--- config.mk ---
export PLATFORM = sky130hd
export DESIGN_NAME = expression_language_lexer
export DESIGN_NICKNAME = d
export VERILOG_FILES = /design/src/hw/rtl/ell_pkg.sv /design/src/hw/rtl/ell_front.sv /design/src/hw/rtl/ell_queue.sv /design/src/hw/rtl/ell_back.sv /design/src/hw/rtl/expression_language_lexer.sv
export VERILOG_INCLUDE_DIRS = /design/src /design/src/hw/rtl
export SDC_FILE = /design/constraint.sdc
export NUM_CORES = 1
export LEC_CHECK = 0
export BUFFER_PORTS_ARGS = -buffer_cell sky130_fd_sc_hd__buf_2
export CAP_MARGIN = 10
export CORE_MARGIN = 2
export CORE_UTILIZATION = 40
export DETAILED_ROUTE_END_ITERATION = 12
export PLACE_DENSITY = 0.67
export SETUP_SLACK_MARGIN = 0.5
export SLEW_MARGIN = 40
export SYNTH_ARGS = -nofsm -noshare
export SYNTH_HDL_FRONTEND = slang
export SYNTH_SLANG_ARGS = --single-unit
--- constraint.sdc ---
create_clock -name clk -period 5.5 [get_ports clk]
set_input_delay 0.55 -clock clk [delete_from_list [all_inputs] [get_ports clk]]
set_output_delay 0.55 -clock clk [all_outputs]
set_load 0.1 [all_outputs]
--- src/hw/rtl/expression_language_lexer_defines.svh ---
// assertion macros shared by the lexer modules
`ifndef EXPRESSION_LANGUAGE_LEXER_DEFINES_SVH
`define EXPRESSION_LANGUAGE_LEXER_DEFINES_SVH

`ifndef SYNTHESIS

// condition holds in the same cycle as the trigger
`define ELL_ASSERT_SAME(lbl, ante, cons, msg) \
	lbl: assert property (@(posedge clk) disable iff (!arst_n) (ante) |-> (cons)) \
		else $error(msg);

// condition holds in the cycle after the trigger
`define ELL_ASSERT_NEXT(lbl, ante, cons, msg) \
	lbl: assert property (@(posedge clk) disable iff (!arst_n) (ante) |=> (cons)) \
		else $error(msg);

`else

`define ELL_ASSERT_SAME(lbl, ante, cons, msg)
`define ELL_ASSERT_NEXT(lbl, ante, cons, msg)

`endif

`endif

--- src/hw/rtl/ell_pkg.sv ---
// types, constants and helpers shared by the lexer modules
package ell_pkg;

	localparam int CHAR_W  = 8;
	localparam int KIND_W  = 4;
	localparam int LEN_W   = 8;
	localparam int VALUE_W = 31;
	localparam int LINE_W  = 16;
	localparam int KW_W    = 3;

	localparam int DEF_MAX_TOKEN_LEN = 255;
	localparam int DEF_QUEUE_DEPTH   = 4;

	localparam logic [VALUE_W-1:0] NUM_MAX    = '1;
	localparam logic [LINE_W-1:0]  LINE_MAX   = '1;
	localparam logic [KW_W-1:0]    KW_LEN     = 3'd5;
	localparam logic [KW_W-1:0]    KW_NOMATCH = 3'd7;

	localparam logic [CHAR_W-1:0] CH_NUL    = 8'h00;
	localparam logic [CHAR_W-1:0] CH_TAB    = 8'h09;
	localparam logic [CHAR_W-1:0] CH_LF     = 8'h0A;
	localparam logic [CHAR_W-1:0] CH_SPACE  = 8'h20;
	localparam logic [CHAR_W-1:0] CH_LPAREN = 8'h28;
	localparam logic [CHAR_W-1:0] CH_RPAREN = 8'h29;
	localparam logic [CHAR_W-1:0] CH_STAR   = 8'h2A;
	localparam logic [CHAR_W-1:0] CH_PLUS   = 8'h2B;
	localparam logic [CHAR_W-1:0] CH_MINUS  = 8'h2D;
	localparam logic [CHAR_W-1:0] CH_SLASH  = 8'h2F;
	localparam logic [CHAR_W-1:0] CH_SEMI   = 8'h3B;
	localparam logic [CHAR_W-1:0] CH_EQUAL  = 8'h3D;
	localparam logic [CHAR_W-1:0] CH_UNDER  = 8'h5F;

	typedef enum logic [KIND_W-1:0] {
		KIND_NUM     = 4'd0,
		KIND_IDENT   = 4'd1,
		KIND_ASSIGN  = 4'd2,
		KIND_PLUS    = 4'd3,
		KIND_MINUS   = 4'd4,
		KIND_MUL     = 4'd5,
		KIND_DIV     = 4'd6,
		KIND_LPAREN  = 4'd7,
		KIND_RPAREN  = 4'd8,
		KIND_PRINT   = 4'd9,
		KIND_SEMI    = 4'd10,
		KIND_END     = 4'd11,
		KIND_NEWLINE = 4'd12,
		KIND_ERROR   = 4'd13
	} ell_kind_t;

	typedef enum logic [2:0] {
		CLS_END,
		CLS_SPACE,
		CLS_NEWLINE,
		CLS_OP,
		CLS_DIGIT,
		CLS_LETTER,
		CLS_UNDER,
		CLS_OTHER
	} ell_cls_t;

	typedef enum logic [1:0] {
		MODE_IDLE,
		MODE_NUM,
		MODE_IDENT,
		MODE_ERR
	} ell_mode_t;

	typedef struct packed {
		ell_cls_t          cls;
		ell_kind_t         op_kind;
		logic [CHAR_W-1:0] code;
	} ell_entry_t;

	typedef struct packed {
		ell_kind_t          kind;
		logic [LEN_W-1:0]   len;
		logic [VALUE_W-1:0] value;
		logic [LINE_W-1:0]  line;
		logic               last;
	} ell_token_t;

	// letters of the keyword "print"
	function automatic logic [CHAR_W-1:0] kw_char(input logic [KW_W-1:0] pos);
		logic [CHAR_W-1:0] c;
		case (pos)
			3'd0:    c = 8'h70;
			3'd1:    c = 8'h72;
			3'd2:    c = 8'h69;
			3'd3:    c = 8'h6E;
			3'd4:    c = 8'h74;
			default: c = CH_NUL;
		endcase
		return c;
	endfunction

endpackage

--- src/hw/rtl/ell_front.sv ---
// front end: takes characters and classifies them into queue entries
module ell_front import ell_pkg::*; (
	input  logic [CHAR_W-1:0] char_code,
	input  logic              char_valid,
	output logic              char_stall,
	input  logic              q_full,
	output logic              push,
	output ell_entry_t        push_entry
);

	logic is_digit;
	logic is_letter;

	assign char_stall = q_full;
	assign push       = char_valid && !q_full;

	assign is_digit  = (char_code >= 8'h30) && (char_code <= 8'h39);
	assign is_letter = ((char_code >= 8'h61) && (char_code <= 8'h7A)) ||
	                   ((char_code >= 8'h41) && (char_code <= 8'h5A));

	always_comb begin
		push_entry.code    = char_code;
		push_entry.op_kind = KIND_ERROR;
		push_entry.cls     = CLS_OTHER;
		unique case (char_code)
			CH_NUL:           push_entry.cls = CLS_END;
			CH_SPACE, CH_TAB: push_entry.cls = CLS_SPACE;
			CH_LF:            push_entry.cls = CLS_NEWLINE;
			CH_EQUAL: begin
				push_entry.cls     = CLS_OP;
				push_entry.op_kind = KIND_ASSIGN;
			end
			CH_PLUS: begin
				push_entry.cls     = CLS_OP;
				push_entry.op_kind = KIND_PLUS;
			end
			CH_MINUS: begin
				push_entry.cls     = CLS_OP;
				push_entry.op_kind = KIND_MINUS;
			end
			CH_STAR: begin
				push_entry.cls     = CLS_OP;
				push_entry.op_kind = KIND_MUL;
			end
			CH_SLASH: begin
				push_entry.cls     = CLS_OP;
				push_entry.op_kind = KIND_DIV;
			end
			CH_LPAREN: begin
				push_entry.cls     = CLS_OP;
				push_entry.op_kind = KIND_LPAREN;
			end
			CH_RPAREN: begin
				push_entry.cls     = CLS_OP;
				push_entry.op_kind = KIND_RPAREN;
			end
			CH_SEMI: begin
				push_entry.cls     = CLS_OP;
				push_entry.op_kind = KIND_SEMI;
			end
			CH_UNDER:         push_entry.cls = CLS_UNDER;
			default: begin
				if (is_digit) begin
					push_entry.cls = CLS_DIGIT;
				end else if (is_letter) begin
					push_entry.cls = CLS_LETTER;
				end else begin
					push_entry.cls = CLS_OTHER;
				end
			end
		endcase
	end

endmodule

--- src/hw/rtl/ell_queue.sv ---
// small fifo of classified characters between front and back
`include "expression_language_lexer_defines.svh"

module ell_queue import ell_pkg::*; #(
	parameter int DEPTH = DEF_QUEUE_DEPTH
) (
	input  logic       clk,
	input  logic       arst_n,
	input  logic       push,
	input  ell_entry_t push_entry,
	output logic       full,
	output logic       q_valid,
	input  logic       pop,
	output ell_entry_t head
);

	localparam int PTR_W = $clog2(DEPTH);
	localparam int CNT_W = $clog2(DEPTH + 1);

	ell_entry_t       mem_q [DEPTH];
	logic [PTR_W-1:0] wr_ptr_q;
	logic [PTR_W-1:0] rd_ptr_q;
	logic [CNT_W-1:0] count_q;

	assign full    = (count_q == CNT_W'(DEPTH));
	assign q_valid = (count_q != '0);
	assign head    = mem_q[rd_ptr_q];

	always_ff @(posedge clk) begin
		if (push) begin
			mem_q[wr_ptr_q] <= push_entry;
		end
	end

	always_ff @(posedge clk or negedge arst_n) begin
		if (!arst_n) begin
			wr_ptr_q <= '0;
			rd_ptr_q <= '0;
			count_q  <= '0;
		end else begin
			if (push) begin
				wr_ptr_q <= (wr_ptr_q == PTR_W'(DEPTH - 1)) ? '0 : wr_ptr_q + 1'b1;
			end
			if (pop) begin
				rd_ptr_q <= (rd_ptr_q == PTR_W'(DEPTH - 1)) ? '0 : rd_ptr_q + 1'b1;
			end
			case ({push, pop})
				2'b10:   count_q <= count_q + 1'b1;
				2'b01:   count_q <= count_q - 1'b1;
				default: count_q <= count_q;
			endcase
		end
	end

	`ELL_ASSERT_SAME(a_q_bound, 1'b1, count_q <= CNT_W'(DEPTH), "queue count overflow")
	`ELL_ASSERT_SAME(a_q_pop_nonempty, pop, count_q != '0, "pop from empty queue")
	`ELL_ASSERT_NEXT(a_q_push_lands, push && !pop, count_q != '0, "pushed entry lost")

endmodule

--- src/hw/rtl/ell_back.sv ---
// back end: scanner state, token forming and output register with spill slot
`include "expression_language_lexer_defines.svh"

module ell_back import ell_pkg::*; #(
	parameter int MAX_TOKEN_LEN = DEF_MAX_TOKEN_LEN
) (
	input  logic               clk,
	input  logic               arst_n,
	input  logic               q_valid,
	input  ell_entry_t         head,
	output logic               q_pop,
	output logic               token_valid,
	input  logic               token_stall,
	output logic [KIND_W-1:0]  token_kind,
	output logic [LEN_W-1:0]   token_length,
	output logic [VALUE_W-1:0] number_value,
	output logic [LINE_W-1:0]  line_number,
	output logic               last_of_run
);

	ell_mode_t          mode_q, mode_d;
	logic [LEN_W-1:0]   len_q, len_d, len_bump;
	logic [VALUE_W-1:0] acc_q, acc_d, acc_next;
	logic [VALUE_W+3:0] prod;
	logic [KW_W-1:0]    kw_q, kw_d, kw_next;
	logic [LINE_W-1:0]  line_q, line_d;

	ell_token_t out_q, spill_q;
	logic       out_vld_q, spill_vld_q;
	logic       out_free;

	logic       handle;
	logic       run_vld, chr_vld, two;
	ell_token_t run_tok, chr_tok, first_tok, second_tok;

	assign out_free = !out_vld_q || !token_stall;
	assign q_pop    = q_valid && out_free && !spill_vld_q;

	// saturating run arithmetic
	assign len_bump = (len_q < LEN_W'(MAX_TOKEN_LEN)) ? len_q + 1'b1 : len_q;
	assign prod     = ({4'b0000, acc_q} << 3) + ({4'b0000, acc_q} << 1) +
	                  (VALUE_W + 4)'(head.code[3:0]);
	assign acc_next = (prod > (VALUE_W + 4)'(NUM_MAX)) ? NUM_MAX : prod[VALUE_W-1:0];
	assign kw_next  = ((kw_q < KW_LEN) && (head.code == kw_char(kw_q))) ?
	                  kw_q + 1'b1 : KW_NOMATCH;

	always_comb begin
		mode_d  = mode_q;
		len_d   = len_q;
		acc_d   = acc_q;
		kw_d    = kw_q;
		line_d  = line_q;
		handle  = 1'b1;
		run_vld = 1'b0;
		chr_vld = 1'b0;
		run_tok       = '0;
		run_tok.kind  = KIND_NUM;
		run_tok.line  = line_q;
		chr_tok       = '0;
		chr_tok.kind  = KIND_ERROR;
		chr_tok.len   = LEN_W'(1);
		chr_tok.line  = line_q;

		// close or extend the current run
		unique case (mode_q)
			MODE_ERR: handle = (head.cls == CLS_END);
			MODE_NUM: begin
				if (head.cls == CLS_DIGIT) begin
					handle = 1'b0;
					len_d  = len_bump;
					acc_d  = acc_next;
				end else begin
					run_vld       = 1'b1;
					run_tok.kind  = KIND_NUM;
					run_tok.len   = len_q;
					run_tok.value = acc_q;
				end
			end
			MODE_IDENT: begin
				if (head.cls == CLS_DIGIT || head.cls == CLS_LETTER ||
				    head.cls == CLS_UNDER) begin
					handle = 1'b0;
					len_d  = len_bump;
					kw_d   = kw_next;
				end else begin
					run_vld      = 1'b1;
					run_tok.kind = (kw_q == KW_LEN) ? KIND_PRINT : KIND_IDENT;
					run_tok.len  = len_q;
				end
			end
			default: ;
		endcase

		// the character itself, from idle
		if (handle) begin
			mode_d = MODE_IDLE;
			len_d  = '0;
			acc_d  = '0;
			kw_d   = '0;
			unique case (head.cls)
				CLS_END: begin
					chr_vld      = 1'b1;
					chr_tok.kind = KIND_END;
					chr_tok.len  = '0;
					line_d       = LINE_W'(1);
				end
				CLS_SPACE: ;
				CLS_NEWLINE: begin
					chr_vld      = 1'b1;
					chr_tok.kind = KIND_NEWLINE;
					if (line_q != LINE_MAX) begin
						line_d = line_q + 1'b1;
					end
				end
				CLS_OP: begin
					chr_vld      = 1'b1;
					chr_tok.kind = head.op_kind;
				end
				CLS_DIGIT: begin
					mode_d = MODE_NUM;
					len_d  = LEN_W'(1);
					acc_d  = VALUE_W'(head.code[3:0]);
				end
				CLS_LETTER: begin
					mode_d = MODE_IDENT;
					len_d  = LEN_W'(1);
					kw_d   = (head.code == kw_char('0)) ? KW_W'(1) : KW_NOMATCH;
				end
				default: begin
					chr_vld      = 1'b1;
					chr_tok.kind = KIND_ERROR;
					mode_d       = MODE_ERR;
				end
			endcase
		end

		two             = run_vld && chr_vld;
		first_tok       = run_vld ? run_tok : chr_tok;
		first_tok.last  = !two;
		second_tok      = chr_tok;
		second_tok.last = 1'b1;
	end

	always_ff @(posedge clk or negedge arst_n) begin
		if (!arst_n) begin
			mode_q <= MODE_IDLE;
			len_q  <= '0;
			acc_q  <= '0;
			kw_q   <= '0;
			line_q <= LINE_W'(1);
		end else if (q_pop) begin
			mode_q <= mode_d;
			len_q  <= len_d;
			acc_q  <= acc_d;
			kw_q   <= kw_d;
			line_q <= line_d;
		end
	end

	always_ff @(posedge clk or negedge arst_n) begin
		if (!arst_n) begin
			out_vld_q   <= 1'b0;
			spill_vld_q <= 1'b0;
		end else if (out_free) begin
			if (spill_vld_q) begin
				out_vld_q   <= 1'b1;
				spill_vld_q <= 1'b0;
			end else if (q_pop && (run_vld || chr_vld)) begin
				out_vld_q   <= 1'b1;
				spill_vld_q <= two;
			end else begin
				out_vld_q <= 1'b0;
			end
		end
	end

	always_ff @(posedge clk) begin
		if (out_free) begin
			if (spill_vld_q) begin
				out_q <= spill_q;
			end else if (q_pop) begin
				out_q   <= first_tok;
				spill_q <= second_tok;
			end
		end
	end

	assign token_valid  = out_vld_q;
	assign token_kind   = out_q.kind;
	assign token_length = out_q.len;
	assign number_value = out_q.value;
	assign line_number  = out_q.line;
	assign last_of_run  = out_q.last;

	`ELL_ASSERT_SAME(a_spill_behind_out, spill_vld_q, out_vld_q, "spill without output")
	`ELL_ASSERT_SAME(a_line_nonzero, 1'b1, line_q != '0, "line count wrapped")
	`ELL_ASSERT_SAME(a_len_bound, 1'b1, len_q <= LEN_W'(MAX_TOKEN_LEN), "run length too big")
	`ELL_ASSERT_NEXT(a_end_resets_line, q_pop && head.cls == CLS_END,
		line_q == LINE_W'(1), "end of input kept line count")

endmodule

--- src/hw/rtl/expression_language_lexer.sv ---
// top level of the expression language lexer
//
// channel   direction  handshake            payload
// char      in         char_valid/stall     char_code
// token     out        token_valid/stall    token_kind, token_length, number_value,
//                                           line_number, last_of_run
//
// one character per cycle is taken while the output keeps up; the front end
// classifies it and the back end scans one queue entry per cycle unless a token is held
// a character that closes a run and emits its own token gives two transactions,
// so the back end holds until the second leaves the spill slot for the single output register
// reset (arst_n low) empties the queue, drops any token and sets line 1, idle
// token_stall holds the output register and spill slot; the queue then fills
// and char_stall rises once all queue entries are taken
module expression_language_lexer import ell_pkg::*; #(
	parameter int MAX_TOKEN_LEN = DEF_MAX_TOKEN_LEN,
	parameter int QUEUE_DEPTH   = DEF_QUEUE_DEPTH
) (
	input  logic               clk,
	input  logic               arst_n,
	input  logic               char_valid,
	output logic               char_stall,
	input  logic [CHAR_W-1:0]  char_code,
	output logic               token_valid,
	input  logic               token_stall,
	output logic [KIND_W-1:0]  token_kind,
	output logic [LEN_W-1:0]   token_length,
	output logic [VALUE_W-1:0] number_value,
	output logic [LINE_W-1:0]  line_number,
	output logic               last_of_run
);

	// front to queue
	logic       push;
	ell_entry_t push_entry;
	logic       q_full;

	// queue to back
	logic       q_valid;
	logic       q_pop;
	ell_entry_t head;

	// classify each incoming character transaction
	ell_front u_front (
		.char_code  (char_code),
		.char_valid (char_valid),
		.char_stall (char_stall),
		.q_full     (q_full),
		.push       (push),
		.push_entry (push_entry)
	);

	// decouples character intake from token output
	ell_queue #(
		.DEPTH (QUEUE_DEPTH)
	) u_queue (
		.clk        (clk),
		.arst_n     (arst_n),
		.push       (push),
		.push_entry (push_entry),
		.full       (q_full),
		.q_valid    (q_valid),
		.pop        (q_pop),
		.head       (head)
	);

	// run tracking, keyword match, number accumulation and token output
	ell_back #(
		.MAX_TOKEN_LEN (MAX_TOKEN_LEN)
	) u_back (
		.clk          (clk),
		.arst_n       (arst_n),
		.q_valid      (q_valid),
		.head         (head),
		.q_pop        (q_pop),
		.token_valid  (token_valid),
		.token_stall  (token_stall),
		.token_kind   (token_kind),
		.token_length (token_length),
		.number_value (number_value),
		.line_number  (line_number),
		.last_of_run  (last_of_run)
	);

endmodule
==> summary.txt, run 1 <==
Setup path
  – Max incr delay on CP: 0.67 ns
  – Crit path max fanout: 16
  – Startpoint types: register
  – WP data required: 5.90 ns
  – Worst-path cell chain: buf_4, mux4_2, ha_1, ha_1, inv_1, fa_1, nand2b_1, a21o_1, a211oi_1, o311ai_0, a21oi_1, nor2b_1, o31ai_4, buf_4, nand2_1
  – Slowest stage cell on the critical path: o31ai_4
  – Worst EP arrival: 4.91 ns
  – Crit path kind: register to register
  – Setup crit end kind: register
  – CP bufs+invs: 3
  – CP top delay family: compound AO/OA/AOI/OAI gates

Yosys
  – Register area share after synthesis: 52.6%
  – Synth area leader: edfxtp_1
  – Synth unique cells: 73
  – Mapped Nets: 1079
  – Area fraction of the dominant cell type after synthesis: 37.3%
  – Async set or reset register ratio after synthesis: between 30% and 40%
  – Leading register cell type out of synthesis: edfxtp_1
  – Synth area leaders: edfxtp_1 (37%), dfrtp_1 (15%), ha_1 (8.6%)
  – FF+latch count, synth: 210
  – Synth warn: 0
  – Post-synth EDFFs: 141
  – Syn avg cell area: 11.5 µm²
  – Commonest cells post-synth: edfxtp_1 (141), nand2_1 (95), ha_1 (78)
  – Post-synthesis cell count: 986
  – Synth Cell Area: between 0.01 and 0.015 mm²
  – Count leader, synth: edfxtp_1

Drt
  – Vias/cell: 5.44
  – Vias: 7868
  – DR WL/cell: 16.5 µm
  – Post-route ant nets: 0
  – Initial DRT Pass Iterations: 7
  – Drt total wl: about 24 mm
  – 1st-iter DRT viols: 539
  – DRC violations left: 0

GRT
  – Grt total ovfl: 0
  – Vias in the first global route: approximately 7600
  – Antenna violations before repair: 0
  – Global-route wire length before repair: roughly 40 mm
  – Pin count of the biggest net entering global routing: 70
  – All-Layer GR Usage: 16.3%

Power and ir drop
  – Lkg Pwr: 5.57 nW
  – Logic pwr share: 46.9%
  – Sw Share: 47.6%
  – Pwr/cell area: 584 mW/mm²
  – Net Sw Power: 3.58 mW
  – VDD IR max: 0.285 mV
  – Clock power frac: 20.9%
  – Internal power: 3.94 mW
  – Seq pwr share: 32.2%

Clocking
  – Clock-pin transition on the worst setup and hold timing paths: 0.06 ns
  – Post-CTS resize count: 0
  – Sink Count: 210
  – Depth of the CTS H-tree: 1
  – Longest Clk Path Bufs: 3
  – Cts hold-fix bufs: 0
  – CTS tree: done
  – Postcts setup bufs: 0
  – Num CTS Buffers: 23
  – Clk root buf: clkbuf_16
  – Clock Latency Late Sink: about 0.53 ns

Die
  – Site Rows: 61
  – DIE WIDTH: 172 µm
  – Die span in y: 172 µm
  – Core ar.: 0.0279 mm²
  – Die ar.: 0.0297 mm²
  – Starting Density: just over 40%
  – Top Ports: 74

Final layout
  – NumNets Final: 1143
  – Final Non-Filler Cells: 1445
  – N_diodes: 0
  – Syn-to-layout area delta: 13.7%
  – Fraction of layout cells with a size suffix above 1: about 17%

Outcome
  – Outcome: finished clean

STA
  – Setup TNS: 0 ns
  – Clock skew: 0.0131 ns
  – Final hold vios: 0
  – RSZ-0062 raised after global routing: no
  – Slew Limit Fails: 0
  – Fin crit share: between 80% and 90%
  – Max_slew headroom: 45.9%
  – Period minus WS final: 4.51 ns
  – Fmax: 222 MHz
  – Worst Tran Pin Value: slightly above 0.8 ns
  – Final setup viols: 0

Job
  – Max-cap violation count: 0

Placement
  – Dpl cells: between 1000 and 1500
  – DP HPWL: 16.5 mm
  – Count of buffers from port buffering: 73
  – Routability cong.: 0.894

Hold path
  – Min-delay worst type: input port to async pin
[flip-flops by register name, indices dropped and copies added (netlist names), 2 cells and up]
signal and count:
u_queue.mem_q 60, u_back.acc_q 31, u_back.spill_q 21, u_back.token_length 8
u_back.token_kind 4, u_queue.wr_ptr_q 2, u_back.mode_q 2, u_queue.rd_ptr_q 2
u_back.number_value 31, u_back.kw_q 3, u_back.len_q 8, u_back.line_number 16
u_queue.count_q 3, u_back.line_q 16
[worst register-to-register path, delay by kind of cell (launching register included)]
family / cells / cell delay (ns)
buf+inv: 3 / 0.69
compound gates: 5 / 1.61
flops: 1 / 0.41
simple gates: 3 / 0.45
fa+ha+maj: 3 / 0.61
mux: 1 / 0.61
[power groups by stage]
stage	clock network [mW]	registers [mW]	logic (mW)
after floorplan	0	3.88	1.45
after global placement	0	2.44	3.51
after detailed placement	0	2.46	3.55
after CTS	1.61	2.43	3.56
after global routing	1.68	2.47	3.78
final	1.57	2.42	3.53
[stage by stage]
stage	hold slack [ns]	area, µm²	total power, mW	worst slack, ns	util (%)
6_report	0.161	12900	7.52	0.991	46.3
5_1_grt	0.212	12900	7.93	0.579	46.3
4_1_cts	0.174	12900	7.60	0.992	46.3
3_5_place_dp	0.503	12100	6.00	1.01	43.4
3_3_place_gp	0.505	12100	5.95	0.784	43.4
2_1_floorplan	0.254	11300	5.33	1.02	-
[routing by layer]
| metal | routed length, µm | share of wire, % | up-vias | GRT usage [%] |
|---|---|---|---|---|
| met4 | 439 | 1.8 | 0 | 4.17 |
| met3 | 976 | 4.1 | 34 | 2.36 |
| li1 | - | - | 3834 | - |
| met5 | 0 | 0 | - | 0 |
| met2 | 11500 | 48 | 154 | 28.0 |
| met1 | 11000 | 46 | 3846 | 21.8 |
[cell type report]
cell class | count | area, µm²
Clock buffer | 24 | 589
Clock inverter | 18 | 195
Fill cell | 2559 | 15000
Inverter | 30 | 113
Multi-Input combinational cell | 701 | 5110
Sequential cell | 210 | 5960
Tap cell | 378 | 473
Timing Repair Buffer | 84 | 452
[cell families (layout without fill, tap and decap cells)]
kind of cell / Yosys count / count (layout) / share of synthesized area (%)
compound gates: 234 / 234 / 13.2
xor+xnor: 39 / 39 / 3.01
fa+ha+maj: 81 / 81 / 9.14
buf+inv: 75 / 156 / 2.74
flops: 210 / 210 / 52.6
mux: 38 / 38 / 5.19
simple gates: 309 / 309 / 14.1
[placed cells by master (no fill, tap or decap), types with 9 or more instances in the layout]
cell type / count
nor3_1: 14
inv_1: 28
o21ai_0: 62
mux2_2: 16
clkbuf_16: 23
a21oi_1: 58
buf_4: 10
ha_1: 78
xor2_1: 24
nor4_1: 11
nand2b_1: 9
mux4_2: 15
a31oi_1: 11
nor2_1: 46
nand2_1: 95
edfxtp_1: 141
xnor2_1: 15
nand4_1: 15
and2_1: 47
dfrtp_1: 68
nand3_1: 22
o211ai_1: 13
a22oi_1: 17
a21o_1: 9
buf_2: 73
and3_1: 12
[worst paths after layout]
kind                                                    to  depth (start not counted)                            start  slack (ns)
setup / recovery               u_back.acc_q[8]$_DFFE_PN0P_                         15  u_queue.rd_ptr_q[0]$_DFFE_PN0P_        0.99
hold / removal                u_back.acc_q[15]$_DFFE_PN0P_                          2                           arst_n        0.16
setup reg to reg               u_back.acc_q[8]$_DFFE_PN0P_                         15  u_queue.rd_ptr_q[0]$_DFFE_PN0P_        0.99
hold reg to reg               u_back.line_q[0]$_DFFE_PN1P_                          1     u_back.line_q[0]$_DFFE_PN1P_        0.51
max in group asynchronous  u_queue.wr_ptr_q[1]$_DFFE_PN0P_                          2                           arst_n        4.87
min in group clk            u_back.spill_vld_q$_DFFE_PN0N_                          3                      token_stall        0.32
(Power assumes the default switching activity.)
==> run 2: changes to the inputs <==
- clock period: 5.5 -> 4.25 ns (I/O delays scaled with it)
==> run 2 against run 1 <==
  * Worst setup slack worse by 0.47 ns
  * Largest cell class unchanged
  * Register-to-register slack worse by 0.47 ns
  * Critical endpoint is now u_back.acc_q[21]$_DFFE_PN0P_
  * Clock power up 34%
  * First-iteration DRC count up 1.9%
  * Die area unchanged
  * Sequential share of layout area down 1.4 points
  * Cell count up 1.6%
  * Worst hold slack better by 0.030 ns
  * Cell area up 3.2%
==> summary.txt, run 2 (synthesis results as in run 1) <==
Die
  – Die span in y: 172 µm
  – DIE WIDTH: about 170 µm
  – Top Ports: 74
  – Core ar.: roughly 0.028 mm²
  – Starting Density: 40.7%
  – Die ar.: 0.0297 mm²
  – Site Rows: 61

Final layout
  – Most frequent cells in the layout: edfxtp_1 (141), nand2_1 (87), ha_1 (75)
  – Number of flip-flops in the largest register: 60
  – Fraction of layout cells with a size suffix above 1: 21.6%
  – NumNets Final: roughly 1200
  – Final Non-Filler Cells: approximately 1500
  – Most common cell after layout, fill and taps aside: edfxtp_1
  – N_diodes: 0
  – Post-Layout Inst Area: ~0.013 mm²
  – Syn-to-layout area delta: 17.4%
  – Most flop-heavy register: u_queue.mem_q
  – Post-Route Utilization: 47.8%

STA
  – Final hold vios: 0
  – Fin crit share: 87.8%
  – Setup TNS: 0 ns
  – Setup ws final: 0.517 ns
  – Max_slew headroom: 47.4%
  – Fmax: 268 MHz
  – Fin Hold WS: 0.190 ns
  – RSZ-0062 raised after global routing: yes
  – Final setup viols: 0
  – Slew Limit Fails: 0
  – Period minus WS final: 3.73 ns
  – Worst Tran Pin Value: around 0.79 ns
  – Clock skew: approximately 0.02 ns

Hold path
  – Min-delay worst type: input port to register

Clocking
  – Longest Clk Path Bufs: 3
  – Depth of the CTS H-tree: 1
  – Num CTS Buffers: 24
  – Clock Latency Late Sink: 0.53 ns
  – Clk root buf: clkbuf_16
  – Clock-pin transition on the worst setup and hold timing paths: 0.06 ns
  – CTS tree: done
  – Sink Count: between 200 and 250

GRT
  – Grt total ovfl: 0
  – Antenna violations before repair: 0
  – Vias in the first global route: around 8000
  – All-Layer GR Usage: 16.8%
  – Global-route wire length before repair: 40.3 mm
  – Pin count of the biggest net entering global routing: 52

Drt
  – Post-route ant nets: 0
  – Vias/cell: 5.45
  – Initial DRT Pass Iterations: 5
  – DR WL/cell: 16.6 µm
  – Vias: 8007
  – DRC violations left: 0
  – 1st-iter DRT viols: 549
  – Drt total wl: 24.4 mm

Setup path
  – Worst EP arrival: 4.11 ns
  – Worst-path cell chain: mux4_2, inv_2, fa_2, inv_2, ha_4, a211oi_4, o211ai_1, buf_4, a211oi_2, o21ai_2, a211oi_2, mux2i_2, o31ai_4, buf_6, buf_6, o211ai_1
  – WP data required: about 4.6 ns
  – Crit path max fanout: 5
  – Crit path kind: register to register
  – Max incr delay on CP: 0.52 ns
  – Setup crit end kind: register
  – Startpoint types: register
  – Slowest stage cell on the critical path: mux4_2

Placement
  – Routability cong.: 0.865
  – Place WS: around 0.045 ns
  – Count of buffers from port buffering: 73
  – DP HPWL: 16.6 mm
  – DP Area: 0.0121 mm²
  – Dpl cells: 1408

Outcome
  – Outcome: finished clean

Job
  – Max-cap violation count: 0

Power and ir drop
  – VDD IR max: 0.373 mV
  – Power Total: about 10 mW
  – Lkg Pwr: 5.72 nW
  – Pwr/cell area: 749 mW/mm²
==> run 2: changes by cell type in the layout (fill, tap and decap cells not counted), sizes merged <==
cell and change:
dlygate4sd3 +1, inv -2, clkbuf +4, clkinvlp -2
buf +20, clkinv +2
==> run 2: worst paths after layout <==
kind	endpoint	start	cells after the start	slack, ns
max	u_back.acc_q[21]$_DFFE_PN0P_	u_queue.rd_ptr_q[0]$_DFFE_PN0P_	16	0.52
min	u_back.spill_vld_q$_DFFE_PN0N_	token_stall	3	0.19
max reg2reg	u_back.acc_q[21]$_DFFE_PN0P_	u_queue.rd_ptr_q[0]$_DFFE_PN0P_	16	0.52
min reg2reg	u_back.line_q[0]$_DFFE_PN1P_	u_back.line_q[0]$_DFFE_PN1P_	1	0.51
max in group asynchronous	u_queue.rd_ptr_q[0]$_DFFE_PN0P_	arst_n	3	2.94
min in group asynchronous	u_back.line_q[7]$_DFFE_PN0P_	arst_n	2	0.47
==> run 2: repair_timing <==
| item | 4_1_cts | 5_1_grt |
|---|---|---|
| pin swaps | 8 | 17 |
| resized for setup | 20 | 27 |
| hold buffers | 1 | 0 |
| cloned | 2 | 0 |
| setup endpoints to repair | 31 | 31 |
| endpoints found under the hold margin | 44 | 0 |
| buffers inserted | 8 | 5 |
==> run 2: area by class of cell <==
type | count | area, µm²
Timing Repair Buffer | 105 | 633
Tap cell | 378 | 473
Clock inverter | 16 | 179
Clock buffer | 28 | 637
Fill cell | 2513 | 14500
Inverter | 30 | 113
Sequential cell | 210 | 5960
Multi-Input combinational cell | 701 | 5310
==> run 2: report_power, final <==
| group | switching [mW] | total [mW] | internal (mW) |
|---|---|---|---|
| sequential | 0.239 | 3.14 | 2.90 |
| combinational | 3.62 | 4.72 | 1.10 |
| clock | 0.848 | 2.11 | 1.26 |
==> run 2: critical path: cells and delay by family (launching register included) <==
kind / cells / cell delay (ns)
compound gates: 7 / 1.26
mux: 2 / 0.66
flops: 1 / 0.38
fa+ha+maj: 2 / 0.66
buf+inv: 5 / 0.62
==> run 2: per-layer routing <==
metal	up-vias	GRT usage (%)	wire (µm)
met2	162	28.4	11700
met5	-	0	0
li1	3872	-	-
met1	3938	22.7	11200
met4	0	4.38	430
met3	35	2.52	1090
